File: src/hdlctx_pkg.sv
`default_nettype none

package hdlctx_pkg;

  // command codes carried on mode_i
  typedef enum logic [2:0] {
    MODE_START = 3'd0,
    MODE_FLAG  = 3'd1,
    MODE_DATA  = 3'd2,
    MODE_ADDR  = 3'd3,
    MODE_FCS   = 3'd4,
    MODE_FLUSH = 3'd5
  } mode_e;

  localparam logic [7:0]  FlagByte  = 8'h7E;
  localparam logic [15:0] CrcPoly   = 16'h8408;
  localparam logic [15:0] CrcInit   = 16'hFFFF;
  localparam int          FifoDepth = 4;
  localparam int          StuffRun  = 5;

  // one byte after stuffing and nrzi: up to ten coded levels, oldest in the msb
  typedef struct packed {
    logic [9:0] seq;
    logic [3:0] n;
    logic [2:0] ones;
    logic       level;
  } stuff_t;

  typedef struct packed {
    logic [7:0] data;
    logic       last;
  } fifo_ent_t;

  // crc-16/x.25, reflected, one byte lsb first
  function automatic logic [15:0] crc_byte(input logic [15:0] c, input logic [7:0] b);
    logic [15:0] r;
    r = c ^ {8'h00, b};
    for (int k = 0; k < 8; k++) begin
      if (r[0]) begin
        r = (r >> 1) ^ CrcPoly;
      end else begin
        r = r >> 1;
      end
    end
    return r;
  endfunction

  // eight line bits lsb first, optional zero insertion, nrzi coding
  function automatic stuff_t stuff_byte(input logic [7:0] b, input logic en,
                                        input logic [2:0] ones, input logic level);
    stuff_t     r;
    logic [2:0] o;
    logic       lv;
    logic [9:0] s;
    logic [3:0] n;
    logic       bt;
    o  = ones;
    lv = level;
    s  = '0;
    n  = '0;
    for (int i = 0; i < 8; i++) begin
      bt = b[i];
      if (!bt) begin
        lv = ~lv;
      end
      s = {s[8:0], lv};
      n = n + 4'd1;
      if (bt) begin
        if (o != 3'd7) begin
          o = o + 3'd1;
        end
      end else begin
        o = 3'd0;
      end
      if (en && (o >= 3'(StuffRun))) begin
        lv = ~lv;
        s  = {s[8:0], lv};
        n  = n + 4'd1;
        o  = 3'd0;
      end
    end
    r.seq   = s;
    r.n     = n;
    r.ones  = o;
    r.level = lv;
    return r;
  endfunction

endpackage

`default_nettype wire

File: src/hdlc_frame_bit_stuff_nrzi_tx.sv
`default_nettype none

// channel   | handshake                | payload
// ----------+--------------------------+-------------------------------------
// command   | in_valid_i / in_stall_o  | mode_i, data_byte_i, address_last_i
// result    | out_valid_o / out_stall_i| out_byte_o, run_last_o
//
// a request lands in the command register; once two queue entries are free its line bytes move
// from there into the four-entry queue, where the result port reads them
// an fcs command advances once per byte before it leaves the command register,
// and the register advances only with two free queue entries
// sustained rate is bounded by the result port, one byte per cycle; a result-side stall
// fills the queue and then stalls the command side; rst_ni clears state and queue and sets crc to its init value

module hdlc_frame_bit_stuff_nrzi_tx (
  input  wire logic       clk_i,
  input  wire logic       rst_ni,
  input  wire logic       in_valid_i,
  output logic            in_stall_o,
  input  wire logic [2:0] mode_i,
  input  wire logic [7:0] data_byte_i,
  input  wire logic       address_last_i,
  output logic            out_valid_o,
  input  wire logic       out_stall_i,
  output logic      [7:0] out_byte_o,
  output logic            run_last_o
);

  localparam int Depth = hdlctx_pkg::FifoDepth;
  localparam int IdxW  = $clog2(Depth);
  localparam int CntW  = $clog2(Depth + 1);

  // command register
  logic       cmd_valid_q;
  logic [2:0] cmd_mode_q;
  logic [7:0] cmd_byte_q;
  logic       cmd_last_q;
  logic       fcs_phase_q, fcs_phase_d;

  // line state
  logic        level_q, level_d;
  logic [7:0]  acc_q, acc_d;
  logic [2:0]  held_q, held_d;
  logic [2:0]  ones_q, ones_d;
  logic [15:0] crc_q, crc_d;

  // result queue
  hdlctx_pkg::fifo_ent_t mem_q [Depth];
  logic [IdxW-1:0] wr_q, rd_q;
  logic [CntW-1:0] cnt_q;
  logic [1:0]      push_n;
  hdlctx_pkg::fifo_ent_t push0, push1;
  logic            pop;

  logic fifo_room;
  logic advance;
  logic op_last;

  // byte path signals
  logic [7:0]         op_byte;
  logic               op_stuff;
  logic [15:0]        fcs;
  hdlctx_pkg::stuff_t so;
  logic [17:0]        comb_bits;
  logic [4:0]         total;
  logic [17:0]        sh_hi, sh_lo;
  logic [2:0]         rem;
  logic [7:0]         flush_byte;

  assign fifo_room  = cnt_q <= CntW'(Depth - 2);
  assign advance    = cmd_valid_q && fifo_room;
  assign op_last    = (cmd_mode_q != hdlctx_pkg::MODE_FCS) || fcs_phase_q;
  assign in_stall_o = cmd_valid_q && !(fifo_room && op_last);

  assign pop         = out_valid_o && !out_stall_i;
  assign out_valid_o = cnt_q != '0;
  assign out_byte_o  = mem_q[rd_q].data;
  assign run_last_o  = mem_q[rd_q].last;

  // pick the byte that goes on the line this cycle
  assign fcs = ~crc_q;
  always_comb begin
    op_stuff = 1'b1;
    case (cmd_mode_q)
      hdlctx_pkg::MODE_FLAG: begin
        op_byte  = hdlctx_pkg::FlagByte;
        op_stuff = 1'b0;
      end
      hdlctx_pkg::MODE_ADDR: op_byte = {cmd_byte_q[6:0], cmd_last_q};
      hdlctx_pkg::MODE_FCS:  op_byte = fcs_phase_q ? fcs[15:8] : fcs[7:0];
      default:               op_byte = cmd_byte_q;
    endcase
  end

  assign so = hdlctx_pkg::stuff_byte(op_byte, op_stuff, ones_q, level_q);

  // held bits followed by the new coded levels, newest in the lsb
  assign comb_bits  = ({10'd0, acc_q} << so.n) | {8'd0, so.seq};
  assign total      = {2'b00, held_q} + {1'b0, so.n};
  assign sh_hi      = comb_bits >> (total - 5'd8);
  assign sh_lo      = comb_bits >> (total - 5'd16);
  assign rem        = total[2:0];
  assign flush_byte = acc_q << (4'd8 - {1'b0, held_q});

  always_comb begin
    level_d     = level_q;
    acc_d       = acc_q;
    held_d      = held_q;
    ones_d      = ones_q;
    crc_d       = crc_q;
    fcs_phase_d = fcs_phase_q;
    push_n      = 2'd0;
    push0       = '{data: sh_hi[7:0], last: 1'b0};
    push1       = '{data: sh_lo[7:0], last: op_last};
    if (advance) begin
      case (cmd_mode_q)
        hdlctx_pkg::MODE_START: begin
          level_d = 1'b0;
          acc_d   = '0;
          held_d  = '0;
          ones_d  = '0;
          crc_d   = hdlctx_pkg::CrcInit;
        end
        hdlctx_pkg::MODE_FLAG, hdlctx_pkg::MODE_DATA,
        hdlctx_pkg::MODE_ADDR, hdlctx_pkg::MODE_FCS: begin
          level_d = so.level;
          ones_d  = so.ones;
          held_d  = rem;
          // keep only the bits still waiting for a byte
          acc_d   = comb_bits[7:0] & ~(8'hFF << rem);
          if (total >= 5'd16) begin
            push_n = 2'd2;
          end else if (total >= 5'd8) begin
            push_n     = 2'd1;
            push0.last = op_last;
          end
          if (cmd_mode_q == hdlctx_pkg::MODE_DATA || cmd_mode_q == hdlctx_pkg::MODE_ADDR) begin
            crc_d = hdlctx_pkg::crc_byte(crc_q, op_byte);
          end
          if (cmd_mode_q == hdlctx_pkg::MODE_FCS) begin
            fcs_phase_d = ~fcs_phase_q;
          end
        end
        hdlctx_pkg::MODE_FLUSH: begin
          if (held_q != '0) begin
            push_n = 2'd1;
            push0  = '{data: flush_byte, last: 1'b1};
            acc_d  = '0;
            held_d = '0;
          end
        end
        default: begin
        end
      endcase
    end
  end

  always_ff @(posedge clk_i or negedge rst_ni) begin
    if (!rst_ni) begin
      cmd_valid_q <= 1'b0;
      fcs_phase_q <= 1'b0;
      level_q     <= 1'b0;
      acc_q       <= '0;
      held_q      <= '0;
      ones_q      <= '0;
      crc_q       <= hdlctx_pkg::CrcInit;
      wr_q        <= '0;
      rd_q        <= '0;
      cnt_q       <= '0;
    end else begin
      if (!in_stall_o) begin
        cmd_valid_q <= in_valid_i;
      end
      fcs_phase_q <= fcs_phase_d;
      level_q     <= level_d;
      acc_q       <= acc_d;
      held_q      <= held_d;
      ones_q      <= ones_d;
      crc_q       <= crc_d;
      wr_q        <= wr_q + IdxW'(push_n);
      rd_q        <= rd_q + IdxW'(pop);
      cnt_q       <= cnt_q + CntW'(push_n) - CntW'(pop);
    end
  end

  // payload registers
  always_ff @(posedge clk_i) begin
    if (in_valid_i && !in_stall_o) begin
      cmd_mode_q <= mode_i;
      cmd_byte_q <= data_byte_i;
      cmd_last_q <= address_last_i;
    end
    if (push_n != 2'd0) begin
      mem_q[wr_q] <= push0;
    end
    if (push_n == 2'd2) begin
      mem_q[wr_q + IdxW'(1)] <= push1;
    end
  end

`ifndef SYNTH
  a_cnt_bound : assert property (@(posedge clk_i) disable iff (!rst_ni)
    cnt_q <= CntW'(Depth))
    else $error("result queue over depth");

  a_acc_clean : assert property (@(posedge clk_i) disable iff (!rst_ni)
    (acc_q >> held_q) == 8'd0)
    else $error("bits above the held count are set");

  a_start_clears : assert property (@(posedge clk_i) disable iff (!rst_ni)
    advance && cmd_mode_q == hdlctx_pkg::MODE_START
    |=> crc_q == hdlctx_pkg::CrcInit && held_q == 3'd0 && !level_q)
    else $error("start frame did not clear state");

  a_fcs_phase : assert property (@(posedge clk_i) disable iff (!rst_ni)
    fcs_phase_q |-> cmd_valid_q && cmd_mode_q == hdlctx_pkg::MODE_FCS)
    else $error("fcs second byte without fcs command");

  a_fcs_crc_hold : assert property (@(posedge clk_i) disable iff (!rst_ni)
    advance && cmd_mode_q == hdlctx_pkg::MODE_FCS |=> $stable(crc_q))
    else $error("crc changed during fcs");
`endif

endmodule

`default_nettype wire

File: config.mk
export PLATFORM = sky130hd
export DESIGN_NAME = hdlc_frame_bit_stuff_nrzi_tx
export DESIGN_NICKNAME = d
export VERILOG_FILES = /design/src/hdlctx_pkg.sv /design/src/hdlc_frame_bit_stuff_nrzi_tx.sv
export SDC_FILE = /design/constraint.sdc
export NUM_CORES = 1
export LEC_CHECK = 0
export BUFFER_PORTS_ARGS = -buffer_cell sky130_fd_sc_hd__buf_2
export CAP_MARGIN = 20
export CORE_MARGIN = 5
export CORE_UTILIZATION = 30
export CTS_CLUSTER_DIAMETER = 150
export CTS_CLUSTER_SIZE = 24
export DETAILED_ROUTE_END_ITERATION = 8
export GPL_TIMING_DRIVEN = 0
export SYNTH_ARGS = -nofsm -noshare
export SYNTH_HDL_FRONTEND = slang
export SYNTH_SLANG_ARGS = --single-unit
File: constraint.sdc
create_clock -name clk_i -period 16.25 [get_ports clk_i]
set_clock_uncertainty 0.15 [all_clocks]
set_input_delay 0.8125 -clock clk_i [delete_from_list [all_inputs] [get_ports clk_i]]
set_output_delay 0.8125 -clock clk_i [all_outputs]
set_load 0.01 [all_outputs]
# Word level (Yosys, flattened, before mapping)
# Memory sizes are Yosys's and may differ from the RTL's.
# Index checks and enable logic that the tools add are counted.
dict set report classes {
  n_eq_ne 17
  muxes 111
  n_addsub 31
  reduce_logical 29
  bitwise 30
  shift 5
  magnitude_cmp 11
}
# cell n
set ops {}
lappend ops {{$mux W16} 30}
lappend ops {{$mux W3} 25}
lappend ops {{$add A4 B1 Y4 const B} 14}
lappend ops {{$pmux W8 S3} 2}
lappend ops {{$shr A18 B5 Y8} 2}
lappend ops {{$mux W4} 8}
lappend ops {{$mux W8} 4}
lappend ops {{$pmux W16 S2} 1}
lappend ops {{$mux W9} 3}
lappend ops {{$ne A3 B3 Y1 const B} 9}
lappend ops {{$mux W1} 25}
lappend ops {{$add A3 B1 Y3 const B} 8}
lappend ops {{$ge A3 B3 Y1 const B} 8}
lappend ops {{$not A2 Y3} 8}
lappend ops {{$or A18 B10 Y18} 1}
lappend ops {{$shl A8 B4 Y18} 1}
lappend ops {{$not A1 Y1} 17}
lappend ops {{$not A16 Y16} 1}
lappend ops {{$xor A16 B8 Y16} 1}
lappend ops {{$logic_and A1 B1 Y1} 13}
lappend ops {{$mux W10} 1}
lappend ops {{$pmux W3 S3} 1}
lappend ops {{$reduce_and A3 Y1} 3}
lappend ops {{$reduce_bool A3 Y1} 3}
lappend ops {{34 further kinds} 45}
dict set report word_totals {
  inputBits 16
  mem_bits_rw 36
  memories 1
  elab_cells 248
  register_bits 52
  out_inout_bits 11
}
# name words word_bits read_ports rd_ports_with_merged_regs write_ports line_no
set mem_list {}
lappend mem_list {mem_q 4 9 1 0 2 hdlc_frame_bit_stuff_nrzi_tx.sv:48} ;# hdlctx_pkg::fifo_ent_t mem_q [Depth];

# Longest topological paths before layout
dict set report depth {
  ltp_word 58
  depth_mapped 61
  mapped_depth_nobuf 59
}

# Least setup slack after synthesis
# OpenSTA, ideal clock, no wires.
dict set report synth_path {
  kind {register to register}
  from {register cmd_mode_q[0]}
  to {memory mem_q[2][0] (netlist name), enable pin}
  stages_incl_launch_ff 56
  t_arrival_ns 12.402
  t_required_ns 15.713
  setup_ns 0.387
  path_slack_ns 3.311
  period_less_slack_ns 12.939
  n_path_buf 4
  path_cell_list {edfxtp_1 and2b_2 nor3_4 a211oi_4 and3_1 ha_1 nand3b_1 a21o_1 a21oi_1 ha_1 nand2_1 nor3_1 nand3_1 a211o_1 inv_2 ha_1 clkbuf_1 clkbuf_1 [20 not listed] a2111oi_2 nor4_1 xor2_1 inv_2 clkbuf_1 ha_1 a21oi_1 and2_1 clkbuf_1 xnor2_4 inv_2 ha_1 a31oi_1 o31ai_1 inv_1 nand2_1 nand2_1 o21ai_0}
}
# element line_no
set synth_lines {}
lappend synth_lines {{start, declared} hdlc_frame_bit_stuff_nrzi_tx.sv:35} ;# logic [2:0] cmd_mode_q;
lappend synth_lines {{start signal, assigned} hdlc_frame_bit_stuff_nrzi_tx.sv:189} ;# cmd_mode_q <= mode_i;
lappend synth_lines {{end, declared} hdlc_frame_bit_stuff_nrzi_tx.sv:48}

==> results.yml <==
run_status:
  status: "complete, no violations"
clock_tree:
  clockBufferDepth: 2
  postCtsHoldBufs: 0
  cts_setup_buffers: 0
  htreeDepth: 3
  clk_pin_slew_ns: 0.07
  cts_tree: "done"
  ctsResizeCount: 0
  cts_buffers: 9
  cts_num_sinks: 87
  clkLatencyLatePin_ns: 0.35
  cts-root-buf: "clkbuf_16"
synthesis:
  synth_edf_count: 48
  synthAdderAreaFrac_pct: 5.161
  synth_cells: 1174
  synth_area_sq_mm: 0.009892
  synth_top_family_by_area: "compound AO/OA/AOI/OAI gates"
  synthSimpleGateAreaFrac_pct: 21.01
  synth_compound_area_share_pct: 29.22
  synth.top_cell.area_share_pct: 14.57
  yosys.area.top_type: "edfxtp_1"
  syn_nets: 1229
  synth_xor_area_share_pct: 6.716
  avgSynthCellArea_sq_um: 8.426
  async_reset_ff_share_pct: 44.83
  synth_common_cells: "138 x nand2_1, 91 x nor2_1, 57 x mux2i_1"
  ys_types: 108
  synthFlopType: "edfxtp_1"
  synthTopCellsByArea: "edfxtp_1 15%, dfrtp_1 5.8%, mux2i_1 5.8%, nand2_1 5.2%, ha_1 4.6%"
  synth_most_common_cell: "nand2_1"
  synthMuxAreaShare_pct: 8.728
  yosys_warnings: 0
  yosys_register_bits: 87
  yosysSeqAreaShare_pct: 24.64
floorplan:
  die_h_um: 191.6
  chipWidth_um: 191.6
  dieArea_sq_mm: 0.03670
  ios: 27
  fp-row-count: 66
  coreArea_sq_mm: 0.03254
  initial_core_util_pct: 30.40
cells_and_area:
  finalNetCount: 1269
  drive_above_1_share_pct: 12.88
  regArea_sq_mm: 0.002437
  antenna_cells: 0
  fillCellCount: 3439
  multiInputGateArea_sq_mm: 0.007043
  final_util_pct: 33.63
  area_growth_pct: 10.61
worst_setup_path:
  slowest_delay_ns: 0.90
  cp_max_fo: 11
  start_kind: "flop"
  crit_top_cell: "ha_1"
  cp-endpoint: "mem_q[1][4]"
  path_buf_inv: 8
  cp_num_cells: 51
  cp_data_arrival_time_ns: 15.04
  critPathSlowestCell: "xnor2_1"
  worstReg2RegStart: "cmd_mode_q[0]"
  end_kind: "flop"
  ff2ff_path_depth: 51
  worstSetupStartpoint: "cmd_mode_q[0]"
  reg2reg_slack_ns: 1.12
  crit_family: "simple AND/OR/NAND/NOR gates"
  r2r_end: "mem_q[1][4]"
  critPathKind: "reg2reg"
  required_ns: 16.16
worst_hold_path:
  hp-start: "rd_q[0]"
  hold_path_class: "reg2reg"
global_routing:
  grt_max_degree: 40
  track_usage_pct: 16.71
  grt_overflow: 0
  grt_first_pass_wirelength_um: 50270
  antenna_found_initial: 0
  grt_pass1_vias: 9271
sta:
  tightest_slew_ns: 1.139
  post-route-period-util_pct: 93.11
  report.final.slew_viol_count: 0
  slew_headroom_pct: 23.53
  fmax_ghz: 0.06609
  hold_viol_final: 0
  rsz0062_at_grt: "no"
  final.setup.tns_ns: 0
  setup_violations: 0
  post-route-min-period_ns: 15.13
place:
  dpl.hpwl_um: 23900
  place_congestion: 0.9210
  io_buffers: 26
route:
  drc: 0
  ant_nets: 0
  wl_met3_um: 1803
  topRoutingLayerUsed: "met4"
  route.vias.total: 9660
  first_pass_iters: 7
  via_per_inst: 5.816
  wl_met2_um: 13800
  drt_iter0_drc: 835
  avgRoutedWirePerCell_um: 18.45
  routed_wl_um: 30650
  wl_met1_um: 14200
job:
  maxCapViolations: 0
cell usage in the layout, fill, tap and decap left out, types with 11 or more instances in the layout:
cell type  synthesis  layout
nand2_1          138     138
nor2_1            91      91
mux2i_1           57      56
a21oi_1           56      56
edfxtp_1          48      48
clkbuf_1          47      46
o21ai_0           47      46
xnor2_1           45      45
ha_1              36      36
nand3_1           35      35
buf_2              7      34
nor3_1            34      34
inv_1             33      33
a211oi_1          33      33
xor2_1            24      23
dfrtp_1           23      23
a31oi_1           22      22
o22a_1            20      20
o31ai_1           17      17
and2_1            16      16
dfstp_2           16      16
nand4_1           15      15
o22ai_1           15      15
o211ai_1          14      14
or3_1             12      12
a311oi_1          12      12
and3_1            11      11
worst min path at each step:
| stage | to | cells past startpoint | slack (ns) |
|---|---|---|---|
| floorplan | level_q | 2 | 0.32 |
| global placement | rd_q[0] | 1 | 0.34 |
| detailed placement | rd_q[0] | 1 | 0.35 |
| CTS | rd_q[0] | 1 | 0.36 |
| global route | rd_q[0] | 1 | 0.40 |
| finish | rd_q[0] | 1 | 0.36 |
through the flow:
step	hold WS (ns)	cells	worst slack, ns	cell area (sq um)
after CTS	0.3626	1658	0.6725	10880
final	0.3587	1661	1.120	10940
after global routing	0.3975	1661	0.02245	10940
after detailed placement	0.3480	1642	0.7434	10580
after floorplan	0.3204	1174	3.311	9892
after global placement	0.3447	1642	0.4163	10580
sequential cells by signal, indices dropped and copies added (netlist names), 2 cells and up:
name and cells:
wr_q 2, crc_q 16, mem_q 36, held_q 3, cmd_byte_q 8, acc_q 7
ones_q 3, cnt_q 3, cmd_mode_q 3, rd_q 2
cell families (layout without fill, tap and decap cells):
group,after synthesis,in the layout
AND/OR/NAND/NOR,417,417
AO/OA/AOI/OAI,378,378
buffers and inverters,108,153
XOR/XNOR,72,72
multiplexers,73,73
adder cells (fa/ha/maj),39,39
flip-flops,87,87
final cells by class:
| cell class | count | area share (%) |
|---|---|---|
| tap | 442 | 5.054 |
| clock buffer | 9 | 2.058 |
| multi-input combinational | 979 | 64.37 |
| sequential | 87 | 22.28 |
| clock inverter | 7 | 0.7204 |
| inverter | 43 | 1.475 |
| timing repair buffer | 29 | 1.418 |
| buffer | 65 | 2.630 |
metal layers:
metal / vias to the layer above / global-route usage [%]
li1: 4583 / -
met1: 4675 / 23.41
met2: 344 / 26.83
met3: 58 / 2.236
met4: 0 / 5.138
met5: - / 0
Power is not shown: default switching activity piles up to over one toggle a cycle in this logic, so the estimate is an artifact.
